### src/hw/rtl/rsa_lp_pkg.sv
package rsa_lp_pkg;

   // modulus datapath width
   localparam int MOD_W = 32;
   localparam int PRIME_W = 16;
   localparam int EXP_W = 32;
   localparam int CHAR_W = 8;
   localparam int LETTER_W = 5;

   // letter pair packing
   localparam int PAIR_BASE = 100;
   localparam int BLOCK_W = $clog2(25 * PAIR_BASE + 26);
   localparam logic [CHAR_W-1:0] LETTER_FIRST = 8'h41;
   localparam logic [CHAR_W-1:0] LETTER_LAST = 8'h5A;

   // configuration register indexes
   localparam logic [1:0] CSR_PRIME_P = 2'd0;
   localparam logic [1:0] CSR_PRIME_Q = 2'd1;
   localparam logic [1:0] CSR_EXPONENT = 2'd2;

   // result status codes
   localparam logic [1:0] STATUS_OK = 2'd0;
   localparam logic [1:0] STATUS_BAD_CHAR = 2'd1;
   localparam logic [1:0] STATUS_KEY_REJECT = 2'd2;

   // modular multiplier request and response
   typedef struct packed {
      logic             start;
      logic [MOD_W-1:0] a;
      logic [MOD_W-1:0] b;
      logic [MOD_W-1:0] n;
   } mm_req_type;

   typedef struct packed {
      logic             busy;
      logic             done;
      logic [MOD_W-1:0] value;
   } mm_rsp_type;

   // gcd unit request and response
   typedef struct packed {
      logic             start;
      logic [EXP_W-1:0] a;
      logic [MOD_W-1:0] b;
   } gcd_req_type;

   typedef struct packed {
      logic done;
      logic coprime;
   } gcd_rsp_type;

endpackage

### src/hw/rtl/rsa_lp_mulmod.sv
module rsa_lp_mulmod
   import rsa_lp_pkg::*;
(
   input  logic       clock,
   input  logic       reset,
   input  mm_req_type mm_req,
   output mm_rsp_type mm_rsp
);

   localparam int CNT_W = $clog2(MOD_W);

   logic [MOD_W-1:0] r_ff, r_in;
   logic [MOD_W-1:0] a_ff, a_in;
   logic [MOD_W-1:0] b_ff, b_in;
   logic [MOD_W-1:0] n_ff, n_in;
   logic [CNT_W-1:0] cnt_ff, cnt_in;
   logic             phase_ff, phase_in;
   logic             busy_ff, busy_in;
   logic             done_ff, done_in;

   // x + y mod n, with x, y < n
   function automatic logic [MOD_W-1:0] add_mod(input logic [MOD_W-1:0] x,
                                                input logic [MOD_W-1:0] y,
                                                input logic [MOD_W-1:0] n);
      logic [MOD_W:0] s;
      logic [MOD_W:0] d;
      s = {1'b0, x} + {1'b0, y};
      d = s - {1'b0, n};
      if (s >= {1'b0, n}) begin
         add_mod = d[MOD_W-1:0];
      end else begin
         add_mod = s[MOD_W-1:0];
      end
   endfunction

   // each multiplier bit, most significant first: double, then conditional add
   always_comb begin
      r_in = r_ff;
      a_in = a_ff;
      b_in = b_ff;
      n_in = n_ff;
      cnt_in = cnt_ff;
      phase_in = phase_ff;
      busy_in = busy_ff;
      done_in = 1'b0;
      if (mm_req.start) begin
         r_in = '0;
         a_in = mm_req.a;
         b_in = mm_req.b;
         n_in = mm_req.n;
         cnt_in = CNT_W'(MOD_W - 1);
         phase_in = 1'b0;
         busy_in = 1'b1;
      end else if (busy_ff) begin
         if (!phase_ff) begin
            r_in = add_mod(r_ff, r_ff, n_ff);
            phase_in = 1'b1;
         end else begin
            if (b_ff[MOD_W-1]) begin
               r_in = add_mod(r_ff, a_ff, n_ff);
            end
            b_in = {b_ff[MOD_W-2:0], 1'b0};
            phase_in = 1'b0;
            cnt_in = cnt_ff - 1'b1;
            if (cnt_ff == '0) begin
               busy_in = 1'b0;
               done_in = 1'b1;
            end
         end
      end
   end

   always_ff @(posedge clock) begin
      if (reset) begin
         busy_ff <= 1'b0;
         done_ff <= 1'b0;
         phase_ff <= 1'b0;
      end else begin
         busy_ff <= busy_in;
         done_ff <= done_in;
         phase_ff <= phase_in;
      end
      r_ff <= r_in;
      a_ff <= a_in;
      b_ff <= b_in;
      n_ff <= n_in;
      cnt_ff <= cnt_in;
   end

   assign mm_rsp.busy = busy_ff;
   assign mm_rsp.done = done_ff;
   assign mm_rsp.value = r_ff;

endmodule

### src/hw/rtl/rsa_lp_gcd.sv
module rsa_lp_gcd
   import rsa_lp_pkg::*;
(
   input  logic        clock,
   input  logic        reset,
   input  gcd_req_type gcd_req,
   output gcd_rsp_type gcd_rsp
);

   logic [EXP_W-1:0] a_ff, a_in;
   logic [MOD_W-1:0] b_ff, b_in;
   logic             even_ff, even_in;
   logic             busy_ff, busy_in;
   logic             done_ff, done_in;
   logic             cop_ff, cop_in;

   // binary gcd, one halving or one subtraction per cycle
   always_comb begin
      a_in = a_ff;
      b_in = b_ff;
      even_in = even_ff;
      busy_in = busy_ff;
      done_in = 1'b0;
      cop_in = cop_ff;
      if (gcd_req.start) begin
         a_in = gcd_req.a;
         b_in = gcd_req.b;
         even_in = !gcd_req.a[0] && !gcd_req.b[0];
         busy_in = 1'b1;
      end else if (busy_ff) begin
         if (a_ff == '0) begin
            cop_in = (b_ff == MOD_W'(1)) && !even_ff;
            busy_in = 1'b0;
            done_in = 1'b1;
         end else if (b_ff == '0) begin
            cop_in = (a_ff == EXP_W'(1)) && !even_ff;
            busy_in = 1'b0;
            done_in = 1'b1;
         end else if (!a_ff[0]) begin
            a_in = {1'b0, a_ff[EXP_W-1:1]};
         end else if (!b_ff[0]) begin
            b_in = {1'b0, b_ff[MOD_W-1:1]};
         end else if (a_ff >= b_ff) begin
            a_in = a_ff - b_ff;
         end else begin
            b_in = b_ff - a_ff;
         end
      end
   end

   always_ff @(posedge clock) begin
      if (reset) begin
         busy_ff <= 1'b0;
         done_ff <= 1'b0;
         cop_ff <= 1'b0;
      end else begin
         busy_ff <= busy_in;
         done_ff <= done_in;
         cop_ff <= cop_in;
      end
      a_ff <= a_in;
      b_ff <= b_in;
      even_ff <= even_in;
   end

   assign gcd_rsp.done = done_ff;
   assign gcd_rsp.coprime = cop_ff;

endmodule

### src/hw/rtl/rsa_textbook_letter_pair_encrypt.sv
// Letter pair RSA encryptor.
// Characters arrive on the req_ stream (tdata = character byte, tlast = end
// of message); one transaction is taken whenever the block is idle.
// Letters A..Z are paired into first*100+second (a lone final letter stands
// alone) and each block is raised to the public exponent mod p*q.
// Results leave on the rsp_ stream: tdata = ciphertext, tuser = status
// (0 ok, 1 invalid character, 2 key rejected), tlast = last result of message.
// The first character of a message runs a key check (binary gcd of e and
// (p-1)(q-1)), one halving or subtraction per cycle. Every modular multiply
// is bit-serial, with a handoff to and from the sequencer. A block takes one
// reduction multiply, one square per exponent bit below the top one and one
// multiply per set bit. A character that only opens a pair passes through
// setup and decode and returns to idle; one dropped after an error is
// discarded while idle. The result register frees the input side: the next
// character is taken while a result waits; a stalled receiver blocks the
// block only when a second result is ready. Reset restores p = 61, q = 53,
// e = 17 and clears the message tracking, held letter and pending result.
module rsa_textbook_letter_pair_encrypt
   import rsa_lp_pkg::*;
(
   input  logic                clock,
   input  logic                reset,
   // req_tdata: char_code[7:0]
   input  logic                req_tvalid,
   output logic                req_tready,
   input  logic [CHAR_W-1:0]   req_tdata,
   input  logic                req_tlast,
   // rsp_tdata: cipher_value[31:0]
   output logic                rsp_tvalid,
   input  logic                rsp_tready,
   output logic [MOD_W-1:0]    rsp_tdata,
   // rsp_tuser: status[1:0]
   output logic [1:0]          rsp_tuser,
   output logic                rsp_tlast,
   input  logic                csr_we,
   input  logic [1:0]          csr_addr,
   input  logic [EXP_W-1:0]    csr_wdata
);

   typedef enum logic [6:0] {
      ST_IDLE    = 7'b0000001,
      ST_SETUP   = 7'b0000010,
      ST_GCD     = 7'b0000100,
      ST_CHAR    = 7'b0001000,
      ST_MM_WAIT = 7'b0010000,
      ST_POW     = 7'b0100000,
      ST_OUT     = 7'b1000000
   } state_type;

   typedef enum logic [1:0] {
      OP_REDUCE = 2'd0,
      OP_MUL    = 2'd1,
      OP_SQR    = 2'd2
   } op_type;

   state_type state_ff, state_in;
   op_type    op_ff, op_in;

   logic [PRIME_W-1:0]  p_ff, q_ff;
   logic [EXP_W-1:0]    e_cfg_ff;
   logic [MOD_W-1:0]    n_ff, phi_ff;

   logic [CHAR_W-1:0]   char_ff, char_in;
   logic                last_ff, last_in;
   logic                first_ff, first_in;
   logic                mid_ff, mid_in;
   logic                drop_ff, drop_in;
   logic                half_ff, half_in;
   logic [LETTER_W-1:0] held_ff, held_in;
   logic [EXP_W-1:0]    exp_ff, exp_in;
   logic [MOD_W-1:0]    res_ff, res_in;
   logic [MOD_W-1:0]    base_ff, base_in;
   logic                mdone_ff, mdone_in;
   logic [MOD_W-1:0]    out_val_ff, out_val_in;
   logic [1:0]          out_stat_ff, out_stat_in;
   logic                out_done_ff, out_done_in;
   logic [MOD_W-1:0]    rsp_data_ff, rsp_data_in;
   logic [1:0]          rsp_user_ff, rsp_user_in;
   logic                rsp_last_ff, rsp_last_in;
   logic                rsp_valid_ff, rsp_valid_in;

   logic [CHAR_W-1:0]   letter_full;
   logic [LETTER_W-1:0] letter;
   logic                is_letter;
   logic [BLOCK_W-1:0]  block;
   logic                key_bad;

   mm_req_type  mm_req;
   mm_rsp_type  mm_rsp;
   gcd_req_type gcd_req;
   gcd_rsp_type gcd_rsp;

   rsa_lp_mulmod u_mulmod (
      .clock  (clock),
      .reset  (reset),
      .mm_req (mm_req),
      .mm_rsp (mm_rsp)
   );

   rsa_lp_gcd u_gcd (
      .clock   (clock),
      .reset   (reset),
      .gcd_req (gcd_req),
      .gcd_rsp (gcd_rsp)
   );

   // configuration registers and derived key values
   always_ff @(posedge clock) begin
      if (reset) begin
         p_ff <= PRIME_W'(61);
         q_ff <= PRIME_W'(53);
         e_cfg_ff <= EXP_W'(17);
      end else if (csr_we) begin
         case (csr_addr)
            CSR_PRIME_P:  p_ff <= csr_wdata[PRIME_W-1:0];
            CSR_PRIME_Q:  q_ff <= csr_wdata[PRIME_W-1:0];
            CSR_EXPONENT: e_cfg_ff <= csr_wdata;
            default: ;
         endcase
      end
      n_ff <= MOD_W'(p_ff * q_ff);
      phi_ff <= MOD_W'((p_ff - 1'b1) * (q_ff - 1'b1));
   end

   // letter decode and pair block
   assign letter_full = char_ff - LETTER_FIRST;
   assign letter = letter_full[LETTER_W-1:0];
   assign is_letter = (char_ff >= LETTER_FIRST) && (char_ff <= LETTER_LAST);
   assign block = half_ff ? BLOCK_W'(held_ff * PAIR_BASE) + BLOCK_W'(letter)
                          : BLOCK_W'(letter);
   assign key_bad = (p_ff < PRIME_W'(2)) || (q_ff < PRIME_W'(2)) || (n_ff < MOD_W'(2));

   // control sequencer
   always_comb begin
      state_in = state_ff;
      op_in = op_ff;
      char_in = char_ff;
      last_in = last_ff;
      first_in = first_ff;
      mid_in = mid_ff;
      drop_in = drop_ff;
      half_in = half_ff;
      held_in = held_ff;
      exp_in = exp_ff;
      res_in = res_ff;
      base_in = base_ff;
      mdone_in = mdone_ff;
      out_val_in = out_val_ff;
      out_stat_in = out_stat_ff;
      out_done_in = out_done_ff;
      rsp_data_in = rsp_data_ff;
      rsp_user_in = rsp_user_ff;
      rsp_last_in = rsp_last_ff;
      rsp_valid_in = rsp_valid_ff && !rsp_tready;
      mm_req.start = 1'b0;
      mm_req.a = res_ff;
      mm_req.b = base_ff;
      mm_req.n = n_ff;
      gcd_req.start = 1'b0;
      gcd_req.a = e_cfg_ff;
      gcd_req.b = phi_ff;

      case (state_ff)
         ST_IDLE: begin
            if (req_tvalid) begin
               char_in = req_tdata;
               last_in = req_tlast;
               first_in = !mid_ff;
               mid_in = !req_tlast;
               if (mid_ff && drop_ff) begin
                  drop_in = !req_tlast;
               end else begin
                  drop_in = 1'b0;
                  state_in = ST_SETUP;
               end
            end
         end
         ST_SETUP: begin
            if (!first_ff) begin
               state_in = ST_CHAR;
            end else if (key_bad) begin
               half_in = 1'b0;
               held_in = '0;
               drop_in = !last_ff;
               out_val_in = '0;
               out_stat_in = STATUS_KEY_REJECT;
               out_done_in = 1'b1;
               state_in = ST_OUT;
            end else begin
               gcd_req.start = 1'b1;
               state_in = ST_GCD;
            end
         end
         ST_GCD: begin
            if (gcd_rsp.done) begin
               if (gcd_rsp.coprime) begin
                  state_in = ST_CHAR;
               end else begin
                  half_in = 1'b0;
                  held_in = '0;
                  drop_in = !last_ff;
                  out_val_in = '0;
                  out_stat_in = STATUS_KEY_REJECT;
                  out_done_in = 1'b1;
                  state_in = ST_OUT;
               end
            end
         end
         ST_CHAR: begin
            if (!is_letter) begin
               half_in = 1'b0;
               held_in = '0;
               drop_in = !last_ff;
               out_val_in = '0;
               out_stat_in = STATUS_BAD_CHAR;
               out_done_in = 1'b1;
               state_in = ST_OUT;
            end else if (!half_ff && !last_ff) begin
               half_in = 1'b1;
               held_in = letter;
               state_in = ST_IDLE;
            end else begin
               half_in = 1'b0;
               held_in = '0;
               if (n_ff < MOD_W'(2)) begin
                  drop_in = !last_ff;
                  out_val_in = '0;
                  out_stat_in = STATUS_KEY_REJECT;
                  out_done_in = 1'b1;
                  state_in = ST_OUT;
               end else begin
                  // block mod n as a multiply by one
                  mm_req.start = 1'b1;
                  mm_req.a = MOD_W'(1);
                  mm_req.b = MOD_W'(block);
                  op_in = OP_REDUCE;
                  state_in = ST_MM_WAIT;
               end
            end
         end
         ST_MM_WAIT: begin
            if (mm_rsp.done) begin
               state_in = ST_POW;
               case (op_ff)
                  OP_REDUCE: begin
                     base_in = mm_rsp.value;
                     res_in = MOD_W'(1);
                     mdone_in = 1'b0;
                     exp_in = e_cfg_ff;
                  end
                  OP_MUL: begin
                     res_in = mm_rsp.value;
                     mdone_in = 1'b1;
                  end
                  OP_SQR: begin
                     base_in = mm_rsp.value;
                     exp_in = {1'b0, exp_ff[EXP_W-1:1]};
                     mdone_in = 1'b0;
                  end
                  default: ;
               endcase
            end
         end
         ST_POW: begin
            // square-and-multiply, exponent bits from the bottom
            if (exp_ff == '0) begin
               out_val_in = res_ff;
               out_stat_in = STATUS_OK;
               out_done_in = last_ff;
               state_in = ST_OUT;
            end else if (exp_ff[0] && !mdone_ff) begin
               mm_req.start = 1'b1;
               mm_req.a = res_ff;
               mm_req.b = base_ff;
               op_in = OP_MUL;
               state_in = ST_MM_WAIT;
            end else if (exp_ff[EXP_W-1:1] == '0) begin
               exp_in = '0;
               mdone_in = 1'b0;
            end else begin
               mm_req.start = 1'b1;
               mm_req.a = base_ff;
               mm_req.b = base_ff;
               op_in = OP_SQR;
               state_in = ST_MM_WAIT;
            end
         end
         ST_OUT: begin
            if (!rsp_valid_ff || rsp_tready) begin
               rsp_data_in = out_val_ff;
               rsp_user_in = out_stat_ff;
               rsp_last_in = out_done_ff;
               rsp_valid_in = 1'b1;
               state_in = ST_IDLE;
            end
         end
         default: begin
            state_in = ST_IDLE;
         end
      endcase
   end

   always_ff @(posedge clock) begin
      if (reset) begin
         state_ff <= ST_IDLE;
         op_ff <= OP_REDUCE;
         mid_ff <= 1'b0;
         drop_ff <= 1'b0;
         half_ff <= 1'b0;
         held_ff <= '0;
         mdone_ff <= 1'b0;
         rsp_valid_ff <= 1'b0;
      end else begin
         state_ff <= state_in;
         op_ff <= op_in;
         mid_ff <= mid_in;
         drop_ff <= drop_in;
         half_ff <= half_in;
         held_ff <= held_in;
         mdone_ff <= mdone_in;
         rsp_valid_ff <= rsp_valid_in;
      end
      char_ff <= char_in;
      last_ff <= last_in;
      first_ff <= first_in;
      exp_ff <= exp_in;
      res_ff <= res_in;
      base_ff <= base_in;
      out_val_ff <= out_val_in;
      out_stat_ff <= out_stat_in;
      out_done_ff <= out_done_in;
      rsp_data_ff <= rsp_data_in;
      rsp_user_ff <= rsp_user_in;
      rsp_last_ff <= rsp_last_in;
   end

   assign req_tready = (state_ff == ST_IDLE);
   assign rsp_tvalid = rsp_valid_ff;
   assign rsp_tdata = rsp_data_ff;
   assign rsp_tuser = rsp_user_ff;
   assign rsp_tlast = rsp_last_ff;

   // multiplier is never running while a new character can enter
   a_idle_mm: assert property (@(posedge clock) disable iff (reset)
      req_tready |-> !mm_rsp.busy)
      else $error("multiplier busy while idle");

   // an error result carries zero data and closes the message
   a_err_result: assert property (@(posedge clock) disable iff (reset)
      (rsp_tvalid && (rsp_tuser != STATUS_OK)) |-> ((rsp_tdata == '0) && rsp_tlast))
      else $error("error result with data or without last");

   // multiplier completions only arrive while waiting for them
   a_mm_done: assert property (@(posedge clock) disable iff (reset)
      mm_rsp.done |-> (state_ff == ST_MM_WAIT))
      else $error("unexpected multiplier completion");

   // the running result stays below the modulus throughout the exponent loop
   a_res_range: assert property (@(posedge clock) disable iff (reset)
      (state_ff == ST_POW) |-> (res_ff < n_ff))
      else $error("partial result not reduced");

endmodule
### config.mk
export PLATFORM = sky130hd
export DESIGN_NAME = rsa_textbook_letter_pair_encrypt
export DESIGN_NICKNAME = d
export VERILOG_FILES = /design/src/hw/rtl/rsa_lp_pkg.sv /design/src/hw/rtl/rsa_lp_mulmod.sv /design/src/hw/rtl/rsa_lp_gcd.sv /design/src/hw/rtl/rsa_textbook_letter_pair_encrypt.sv
export SDC_FILE = /design/constraint.sdc
export NUM_CORES = 2
export LEC_CHECK = 0
export BUFFER_PORTS_ARGS = -buffer_cell sky130_fd_sc_hd__buf_2
export CAP_MARGIN = 20
export CORE_MARGIN = 2
export CORE_UTILIZATION = 35
export DETAILED_ROUTE_END_ITERATION = 16
export HOLD_SLACK_MARGIN = 0.08
export SYNTH_ARGS = -nofsm -noshare
export SYNTH_HDL_FRONTEND = slang
export SYNTH_SLANG_ARGS = --single-unit
### constraint.sdc
create_clock -name clock -period 7.4 [get_ports clock]
set_input_delay 1.48 -clock clock [delete_from_list [all_inputs] [get_ports clock]]
set_output_delay 1.48 -clock clock [all_outputs]
set_load 0.01 [all_outputs]
Word level (Yosys, flattened, before mapping)
Index checks and enable logic that the tools add are counted.

Flip-flop bits (word level): 527. Logic and storage cells: 306. Output and inout bits: 37. Bits of input ports: 48.

Mux-type cells: 134. $lt $le $gt $ge: 8. Equality and inequality tests: 40. Reduce and logical (&&, ||, !) cells: 65. Bitwise gates (word level): 4. Multipliers: 3. Add/subtract/negate cells: 11.

Operator list (count): $mux 32 (33); $mux 65 (6); $pmux 32 s2 (3); $pmux 65 s2 (1); $pmux 32 s4 (1); $sub 32x32->32 (4); $mux 7 (14); $logic_not 32->1 (3); $add 32x32->33 (2); $ge 33x32->1 (2); $eq 32x1->1 const B (2); $pmux 7 s7 (1); $mux 1 (46); $sub 16x1->17 const B (2); $ge 32x32->1 (1); $lt 16x2->1 const B (2); $lt 32x2->1 const B (1); $mul 16x16->32 (1); $mul 17x17->32 (1); $logic_not 31->1 (1); $mux 5 (6); $ne 2x2->1 const B (15); $mux 2 (14); $ne 3x3->1 const B (8); 41 further kinds (95).

Logic depth before layout (Yosys ltp)
Depth after elaboration: 9. Mapped depth: 31.

Cells and area by module
From an unflattened synthesis, not the netlist that was laid out.

Cell total of the unflattened synthesis: 5441. Area total of the unflattened synthesis: 49779.0 um^2.

By module, submodules not included: rsa_textbook_letter_pair_encrypt (area an instance 31712.9 um^2, cells an instance 3368, sequential area each 8227.9 um^2, instances 1); rsa_lp_mulmod (area an instance 10730.3 um^2, cells an instance 1189, sequential area each 3683.5 um^2, instances 1); rsa_lp_gcd (area an instance 7335.8 um^2, cells an instance 884, sequential area each 2011.9 um^2, instances 1).

Worst setup path after synthesis
OpenSTA, ideal clock, no wires.

Path type: reg-to-reg. From: register p_ff[0]. To: register phi_ff[31]. Data required time: 7.328 ns. Period minus slack after synthesis: 7.229 ns. Buffers on the path: 3. Stages on the path, launching flop included: 31. Arrival: 7.157 ns. Setup slack: 0.171 ns. Cell sequence: dfxtp_1 clkbuf_1 inv_1 clkbuf_1 ha_1 nand2_1 nor2_1 nand2_1 xnor2_1 clkbuf_1 nand2_1 fa_1 inv_1 fa_1 inv_1 fa_1 inv_1 fa_1 fa_1 inv_1 fa_1 inv_1 ha_1 and3_1 a211o_1 nand2_1 o211ai_1 nand2_1 a211oi_1 a311oi_1 xnor2_1.

Longest elaborated chain between the ends: 2.

Ends and longest elaborated chain: from (decl) (RTL line rsa_textbook_letter_pair_encrypt.sv:59) `logic [PRIME_W-1:0] p_ff, q_ff;`; from (signal assigned) (RTL line rsa_textbook_letter_pair_encrypt.sv:115) `CSR_PRIME_P: p_ff <= csr_wdata[PRIME_W-1:0];`; $sub 16x1->17 (RTL line rsa_textbook_letter_pair_encrypt.sv:122) `phi_ff <= MOD_W'((p_ff - 1'b1) * (q_ff - 1'b1));`; $mul 17x17->32 (RTL line rsa_textbook_letter_pair_encrypt.sv:122); to (signal assigned) (RTL line rsa_textbook_letter_pair_encrypt.sv:122); to (decl) (RTL line rsa_textbook_letter_pair_encrypt.sv:61) `logic [MOD_W-1:0] n_ff, phi_ff;`.

No other way between the ends. A chain may end at the register's enable or synchronous reset.

Worst setup path in the final report
From: register p_ff[4]. To: register phi_ff[31].

Same word-level chain as after synthesis.

==> run_results.csv <==
group,metric,value,unit
outcome,status,"complete, no violations",
timing,fin_crit,7.124,ns
setup_path,r2r_start,"p_ff[4]",
power_and_ir_drop,power_density,206.6,nW/um^2
setup_path,crit_start,"p_ff[4]",
job,drv_cap,0,
clock_tree,cts.hold.buffers_added,0,
floorplan,core.rowCount,136,
synth,synth_area_per_cell,9.260,um^2
timing,maxSlewHeadroom,0.2411,
placement,dp_slack,0.09941,ns
clock_tree,cts-root-buf,"clkbuf_16",
synth,async_flop_share,0,
clock_tree,clockBufferDepth,3,
setup_path,r2r_end,"phi_ff[31]",
timing,tightest_slew,1.138,ns
global_route,grt_pass1_vias,38190,
finish,utilization,0.3901,
timing,setup_viol,0,
synth,synth-edff-count,337,
synth,synth_top_cells_by_count,"inv_1, nand2_1, fa_1",
setup_path,rrSetupSlack,0.28,ns
synth,yosys_warnings,0,
synth,synth.area.top_cells,"edfxtp_1, fa_1, ha_1",
synth,post_synth_num_cell_types,97,
timing,setup_tns,0,ns
setup_path,path_class,"reg2reg",
clock_tree,clock_latency,0.67,ns
clock_tree,clk_pin_slew_worst_paths,0.06,ns
global_route,grt_max_degree,90,
clock_tree,h-tree-depth,2,
clock_tree,cts_made_buffers,58,
floorplan,die-area,141300,um^2
detailed_routing,wire_per_inst,19.38,um
synth,netlist_area,48410,um^2
power_and_ir_drop,power.leakage,23.88,nW
floorplan,start_util,0.3525,
detailed_routing,drt_iter0_markers,2703,
power_and_ir_drop,ir_drop,0.0002010,V
timing,finalHoldViolCount,0,
finish,syn2layout_area_growth,10.65,%
timing,period_share,0.9627,
setup_path,worstSetupEndpointType,"register",
global_route,antenna_found_initial,6,
setup_path,arrival,7.61,ns
min_path,hold_class,"reg2reg",
global_route,grt_util_met2,0.3256,
synth,yosysMostFrequentCell,"inv_1",
setup_path,cp.required,7.88,ns
setup_path,worstPathMaxFanout,10,
detailed_routing,drc_errors,0,
synth,synth_cells,5228,
placement,hpwl,108.9,mm
floorplan,die_w,375.9,um
floorplan,core_area,137300,um^2
setup_path,critPathLaunchType,"register",
setup_path,crit_end,"phi_ff[31]",
finish,drive_gt1_frac,0.07714,
timing,fin_ws,0.2761,ns
synth,syn_nets,6130,
timing,finClkSkew,0.06789,ns
floorplan,io_pins,85,
global_route,grt.met3_usage,0.04116,
global_route,grt_usage,0.1965,
global_route,grt_remaining_overflow,0,
synth,synth_top_cell_by_area,"edfxtp_1",
floorplan,die_y,375.9,um
timing,rsz0062_at_grt,"true",
global_route,grt_pass1_wl,218.9,mm
detailed_routing,dr.pass1.iters,7,
finish,nets,6181,
clock_tree,cts.sinks,527,
global_route,gr-usage-met1,0.2603,
placement,port_buffers,84,
timing,clock.fmax,0.1404,GHz
clock_tree,tritoncts,"built",
synth,ys_ff_latch,527,
power_and_ir_drop,p_total,11.07,mW
detailed_routing,routed_wl,138.1,mm
setup_path,r2r_cells,27,
placement,routabilityCongestion,0.9893,
synth,yosysSeqAreaShare,0.2876,
timing,slew_violations,0,
detailed_routing,ant_nets,0,
synth,synth-main-ff-cell,"edfxtp_1",
timing,hold_slack,0.4005,ns
global_route,top_usage_layer,"met2",
synth,synth_top_area_frac,0.2090,
detailed_routing,num_vias,37180,
detailed_routing,viasPerCell,5.219,
-- through the flow --
step / std cells / instance area [um^2]
global placement: 7004 / 51220
finish: 7123 / 53560
floorplan: 5228 / 48410
global route: 7122 / 53560
CTS: 7114 / 53270
detailed placement: 7005 / 51230
-- where the power goes --
group	switching, mW	internal (mW)	total [mW]	leakage [nW]
clock	1.27	1.80	3.07	0.978
combinational	2.60	1.71	4.31	18.3
sequential	0.225	3.46	3.69	4.57
-- layout make-up --
| cell class | instances | area (um^2) |
|---|---|---|
| Multi-Input combinational cell | 3759 | 31130 |
| Fill cell | 13660 | 83760 |
| Antenna cell | 1 | 2.502 |
| Sequential cell | 527 | 13920 |
| Clock inverter | 38 | 505.5 |
| Timing Repair Buffer | 226 | 1570 |
| Inverter | 707 | 2655 |
| Tap cell | 1794 | 2245 |
| Clock buffer | 71 | 1530 |
-- logic make-up after synthesis --
| family | Yosys count | synth area share |
|---|---|---|
| multiplexers | 73 | 0.01525 |
| buffers and inverters | 942 | 0.07452 |
| XOR/XNOR | 271 | 0.04903 |
| adder cells (fa/ha/maj) | 854 | 0.2956 |
| flip-flops | 527 | 0.2876 |
| AO/OA/AOI/OAI | 930 | 0.1250 |
| AND/OR/NAND/NOR | 1631 | 0.1530 |
-- flip-flops by register name (all words and copies together), names as in the netlist, 2 cells and up --
signal,cells
op_ff,2
p_ff,16
held_ff,5
u_mulmod.a_ff,32
e_cfg_ff,32
out_stat_ff,2
out_val_ff,32
base_ff,32
rsp_tuser,2
n_ff,32
rsp_tdata,32
char_ff,8
phi_ff,32
state_ff,7
res_ff,32
u_mulmod.n_ff,32
u_mulmod.b_ff,32
u_gcd.a_ff,32
u_mulmod.r_ff,32
u_mulmod.cnt_ff,5
q_ff,16
exp_ff,32
u_gcd.b_ff,32
-- repair_timing --
action | in CTS | in global routing
gates resized for setup | 0 | 37
endpoints found under the hold margin | 0 | 0
endpoints found under the setup margin | 0 | 9
buffers inserted | 0 | 5
-- placed cells by master (no fill, tap or decap), types with 91 or more instances in the layout --
cell type / netlist / routed
nor2_1: 448 / 444
xnor2_1: 172 / 168
dfxtp_1: 190 / 190
inv_1: 705 / 704
edfxtp_1: 337 / 337
a21oi_1: 341 / 338
nand2_1: 662 / 659
ha_1: 371 / 368
o21ai_0: 143 / 141
and2_1: 187 / 186
a21o_1: 91 / 91
fa_1: 483 / 482
xor2_1: 99 / 96
buf_4: 6 / 135
-- critical path, cell delays in order (launching register included) --
cell	delay (ns)
dfxtp_1	0.31
or4_4	0.59
or2_2	0.35
nor3_4	0.24
xor2_2	0.23
buf_6	0.18
nand2_1	0.08
fa_1	0.50
inv_1	0.06
fa_1	0.53
inv_1	0.05
fa_1	0.49
inv_1	0.06
fa_1	0.45
fa_1	0.52
inv_1	0.05
fa_1	0.51
inv_1	0.05
ha_2	0.37
a21oi_1	0.10
nand2_1	0.07
a211o_1	0.13
nand2_1	0.07
o211ai_1	0.28
nand2_1	0.14
a211oi_2	0.29
a311oi_2	0.14
xnor2_1	0.13
-- how the worst min path moves through the flow --
| stage | startpoint | slack (ns) | depth (start not counted) | to |
|---|---|---|---|---|
| 2_1_floorplan | n_ff[0] | 0.39 | 0 | u_mulmod.n_ff[0] |
| 3_3_place_gp | n_ff[0] | 0.39 | 0 | u_mulmod.n_ff[0] |
| 3_5_place_dp | n_ff[0] | 0.39 | 0 | u_mulmod.n_ff[0] |
| 4_1_cts | n_ff[0] | 0.41 | 0 | u_mulmod.n_ff[0] |
| 5_1_grt | n_ff[2] | 0.41 | 0 | u_mulmod.n_ff[2] |
| 6_report | n_ff[0] | 0.40 | 0 | u_mulmod.n_ff[0] |
-- routing by layer --
metal / wire, um / vias to the layer above
met5: 63 / -
met4: 3589 / 10
met3: 10790 / 216
met2: 64810 / 1199
met1: 58820 / 18350
li1: - / 17400
Note: power is estimated with default switching activity, not from simulation.
